<file path="config.mk">
export PLATFORM = sky130hd
export DESIGN_NAME = lhps_div
export DESIGN_NICKNAME = d
export VERILOG_FILES = /design/src/hdl/latency_histogram_percentile_stats_top_defines.svh /design/src/hdl/lhps_pkg.sv /design/src/hdl/lhps_div.sv
export SDC_FILE = /design/constraint.sdc
export NUM_CORES = 1
export LEC_CHECK = 0
export ABC_AREA = 1
export BUFFER_PORTS_ARGS = -buffer_cell sky130_fd_sc_hd__buf_2
export CORE_UTILIZATION = 35
export DETAILED_ROUTE_END_ITERATION = 16
export PLACE_DENSITY_LB_ADDON = 0.15
export SETUP_SLACK_MARGIN = 0.3
export SLEW_MARGIN = 20
export SYNTH_ARGS = -nofsm -noshare
export SYNTH_HDL_FRONTEND = slang
export SYNTH_SLANG_ARGS = --single-unit
</file>
<file path="constraint.sdc">
create_clock -name clk_i -period 4.8 [get_ports clk_i]
set_input_delay 0.96 -clock clk_i [delete_from_list [all_inputs] [get_ports clk_i]]
set_output_delay 0.96 -clock clk_i [all_outputs]
set_load 0.005 [all_outputs]
</file>
<file path="src/hdl/latency_histogram_percentile_stats_top_defines.svh">
// Assertion macros shared by the statistics block.
`ifndef LATENCY_HISTOGRAM_PERCENTILE_STATS_TOP_DEFINES_SVH
`define LATENCY_HISTOGRAM_PERCENTILE_STATS_TOP_DEFINES_SVH
// Check a property on the rising clock edge outside reset.
`define LHPS_ASSERT(label, clk, rst_n, prop, msg) \
  label: assert property (@(posedge clk) disable iff (!rst_n) prop) else $error(msg);
// Check that a condition never holds outside reset.
`define LHPS_NEVER(label, clk, rst_n, cond, msg) \
  label: assert property (@(posedge clk) disable iff (!rst_n) !(cond)) else $error(msg);
`endif

</file>
<file path="src/hdl/lhps_pkg.sv">
// Types and constants of the latency histogram statistics block.
`default_nettype none
package lhps_pkg;
  typedef enum logic [2:0] {
    OP_DELIVERED = 3'd0,
    OP_PARTS     = 3'd1,
    OP_USEFUL    = 3'd2,
    OP_PART_RCV  = 3'd3,
    OP_SNAPSHOT  = 3'd4
  } op_e;

  typedef enum logic [3:0] {
    ST_CLEAR,
    ST_IDLE,
    ST_RMW,
    ST_SCAN_P,
    ST_CUT_P,
    ST_SCAN_L,
    ST_DIV,
    ST_PACK,
    ST_OUT
  } state_e;

  localparam logic [30:0] SAT31 = 31'h7FFF_FFFF;
  localparam logic [31:0] SAT32 = 32'hFFFF_FFFF;
  localparam logic [63:0] SAT64 = 64'hFFFF_FFFF_FFFF_FFFF;
  localparam int unsigned PCT   = 100;
  // Latency buckets per class; the bucket index splits cleanly at a power of two.
  localparam int unsigned LAT_BUCKETS = 1024;

  // One divider request: 64-bit dividend over 64-bit divisor.
  typedef struct packed {
    logic        start;
    logic [63:0] num;
    logic [63:0] den;
  } div_req_t;

  typedef struct packed {
    logic        done;
    logic [63:0] quo;
  } div_rsp_t;
endpackage
`default_nettype wire

</file>
<file path="src/hdl/lhps_div.sv">
// Restoring divider, one quotient bit per cycle.
`default_nettype none
module lhps_div (
  input  wire                  clk_i,
  input  wire                  rst_ni,
  input  lhps_pkg::div_req_t   req_i,
  output lhps_pkg::div_rsp_t   rsp_o
);
  import lhps_pkg::*;

  logic [63:0] rem_q, rem_d, quo_q, quo_d, den_q, den_d;
  logic [6:0]  cnt_q, cnt_d;
  logic        busy_q, busy_d, done_q, done_d;
  logic [64:0] trial;

  always_comb begin
    rem_d  = rem_q;
    quo_d  = quo_q;
    den_d  = den_q;
    cnt_d  = cnt_q;
    busy_d = busy_q;
    done_d = 1'b0;
    trial  = {rem_q, quo_q[63]} - {1'b0, den_q};
    if (req_i.start) begin
      rem_d  = '0;
      quo_d  = req_i.num;
      den_d  = req_i.den;
      cnt_d  = 7'd64;
      busy_d = 1'b1;
    end else if (busy_q) begin
      if (!trial[64]) begin
        rem_d = trial[63:0];
        quo_d = {quo_q[62:0], 1'b1};
      end else begin
        rem_d = {rem_q[62:0], quo_q[63]};
        quo_d = {quo_q[62:0], 1'b0};
      end
      cnt_d = cnt_q - 7'd1;
      if (cnt_q == 7'd1) begin
        busy_d = 1'b0;
        done_d = 1'b1;
      end
    end
  end

  always_ff @(posedge clk_i or negedge rst_ni) begin
    if (!rst_ni) begin
      busy_q <= 1'b0;
      done_q <= 1'b0;
      cnt_q  <= '0;
    end else begin
      busy_q <= busy_d;
      done_q <= done_d;
      cnt_q  <= cnt_d;
    end
  end

  always_ff @(posedge clk_i) begin
    rem_q <= rem_d;
    quo_q <= quo_d;
    den_q <= den_d;
  end

  assign rsp_o.done = done_q;
  assign rsp_o.quo  = quo_q;
endmodule
`default_nettype wire

</file>
==> reports/summary.txt <==
Fmax - 294 MHz
TritonCTS Buffers - 25
Vias in the first global route - 13,400
IO Port Bufs - 195
Die height - 206 um
Worst path required time - 5.24 ns
Post-route clock period utilization - 70.7%
Reg-to-Reg End - rem_q[30]
Num ports - 196
Max-cap violations - 0
Synth Instances - 2,282
First-pass DRT Iterations - 5
Syn nets - 2,480
R2r setup slk - 1.40 ns
Status - finished clean
Post-synth cell types - 37
Drt wl/cell - 15.2 um
Die X-Extent - 206 um
Area taken by multi-input logic gates - 0.00711 mm2
Pwr dens - 280 mW/mm2
Routed WL - 46,000 um
# H-tree levels - 1
Met3 GRT Util - 4.78%
Layout net count - 2,667
CTS Sinks - 201
Register bit count reported by yosys - 201
Largest area contributor in the netlist - nand2_1
Worst IR Drop VDD - 0.229 mV
Type of origin of the critical path - register
Remaining global-route overflow - 0
First-pass GRT wire length - 72,500 um
Clock Latency Late Sink - 0.55 ns
Iter 0 DRT Violations - 794
Leak - 9.69 nW
Count leader, synth - nand2_1
Gr busiest metal - met2
CTS tree - built
RSZ-0062 raised after global routing - false
Register Area - 0.00535 mm2
Syn Area/Cell - 6.39 um2
Most frequent cells after synthesis - nand2_1 (1,034), inv_1 (492), nand3_1 (131)
Placed inst area - 0.0160 mm2
Layout cells sized above 1 - 12.5%
Die ar. - 0.0425 mm2
Type of the tightest min-delay check - primary input to asynchronous set/reset pin
Placer Congestion - 0.945
Final Critical Period - 3.40 ns
Synth Flop Type - edfxtp_1
Via density - 4.55
Worst-Margin Slew - 0.944 ns
Share of Yosys cell area claimed by the top area cell type - 26.6%
Worst Skew - 0.0139 ns
WP data arrival - 3.83 ns
Mapped Area - 0.0146 mm2
Number of synthesized flops with an enable pin - 128
Final setup vio count - 0
DP Wirelength - 36,200 um
Sequential share of the synthesized area - 36.7%
Floorplan core area - 0.0409 mm2
Row cnt - 74
Met1 usage - 29.8%
Reg2reg start - quo_q[63]
Slew headroom - 37.1%
Final slew viol count - 0
Synth area leaders - nand2_1 (27%), edfxtp_1 (26%), inv_1 (13%)
Post-CTS Hold Buffers - 0
Met2 Resource Use GR - 35.6%
DRC errors left - 0
Clock buffer depth - 3
Area added between synthesis and finish - 16.5%
Critical path fanouts, max - 31
Kind of critical path - register to register
CTS root buffer - clkbuf_16
Worst R2R Path Depth - 20
CTS clk-pin slew, worst paths - 0.06 ns
Post-CTS Setup Inserts - 0
Nature of the critical path endpoint - register
Setup TNS - 0 ns
Ys Warns - 0
Largest net degree at the start of global routing - 91
Final ANT Viol Nets - 0
Routed via count - 13,800
Fin area - 0.0170 mm2
CTS resizes - 0
Fill count - 4,492
Final hold vios - 0
Initial Util - 35.6%
Async S/R FF share, synth - 4.48%
Total GRT Usage - 22.1%
Initial antenna violation count - 6
-- where the power goes --
group	leakage, nW	internal, W	total (W)	switching, W
registers	1.95	0.00197	0.00203	0.0000586
logic	7.27	0.000208	0.000563	0.000355
clock network	0.462	0.00137	0.00217	0.000794
-- how the worst max path moves through the flow --
stage          depth (start not counted)       start   endpoint  slack [ns]
3_3_place_gp                          20   quo_q[63]  rem_q[36]        1.54
2_1_floorplan                          3  req_i[128]   quo_q[0]        1.90
3_5_place_dp                          20   quo_q[63]  rem_q[22]        1.41
5_1_grt                               20   quo_q[63]  rem_q[48]        1.12
4_1_cts                               20   quo_q[63]  rem_q[22]        1.39
6_report                              20   quo_q[63]  rem_q[30]        1.40
-- cell families after synthesis --
family / Yosys count / share of synthesized area (%)
AO/OA/AOI/OAI: 72 / 2.52
XOR/XNOR: 31 / 1.86
adder cells (fa/ha/maj): 67 / 5.80
buffers and inverters: 538 / 14.7
flip-flops: 201 / 36.7
AND/OR/NAND/NOR: 1373 / 38.4
-- through the flow --
step                      setup slack, ns  power (W)  hold WS (ns)  utilization [%]  cells
after floorplan                      1.90    0.00238         0.449                -   2282
after global placement               1.54    0.00263         0.460             39.2   2974
after detailed placement             1.41    0.00263         0.464             39.2   2974
after CTS                            1.39    0.00484         0.234             41.5   3020
after global routing                 1.12    0.00498         0.251             41.5   3020
final                                1.40    0.00476         0.253             41.5   3024
-- state kept, by name, indices dropped and copies added, names as in the netlist --
name	flops
done_q	1
cnt_q	7
rem_q	64
busy_q	1
quo_q	64
den_q	64
-- cells in the final DEF, fill, tap and decap left out, types with 5 or more instances in the layout --
cell / Yosys / layout
nand4_1: 10 / 10
buf_2: 2 / 194
buf_4: 2 / 6
ha_1: 66 / 66
edfxtp_1: 128 / 128
dfrtp_1: 9 / 9
xor2_1: 5 / 5
clkbuf_16: 0 / 26
nand3b_1: 6 / 6
inv_2: 3 / 5
nor2_2: 7 / 7
o21ai_0: 19 / 19
and2_1: 5 / 5
inv_1: 492 / 491
nand2_1: 1034 / 1034
nor3_1: 16 / 16
xnor2_1: 26 / 26
dfxtp_1: 64 / 64
a21oi_1: 50 / 50
nand2_2: 43 / 43
nor2_1: 110 / 108
nand3_1: 131 / 131
bufinv_16: 0 / 6
-- layout make-up --
type	count	share of cell area, %
Inverter	496	11.0
Antenna cell	4	0.0589
Timing Repair Buffer	202	6.22
Clock inverter	13	1.33
Tap cell	532	3.92
Clock buffer	33	4.22
Multi-Input combinational cell	1543	41.8
Sequential cell	201	31.5
-- per-layer routing --
| metal | vias up | wire length, um |
|---|---|---|
| met2 | 374 | 19900 |
| met3 | 58 | 3370 |
| met4 | 4 | 1000 |
| met5 | - | 22 |
| li1 | 7198 | - |
| met1 | 6123 | 21700 |
-- critical path, cell delays in order (launching register included) --
cell	delay (ns)
edfxtp_1	0.35
inv_1	0.07
ha_1	0.23
fa_1	0.41
inv_1	0.10
nand2_1	0.05
nand2_1	0.07
nand3_1	0.07
nand2_2	0.12
nand2_1	0.08
nand2_2	0.09
nand2_1	0.08
nand2_2	0.11
nand2_4	0.08
nand2_4	0.08
nand2_4	0.08
nand2_2	0.42
buf_4	0.49
nand2_1	0.12
nand3_1	0.10
nand2_1	0.06
Note: power is estimated with default switching activity, not from simulation.
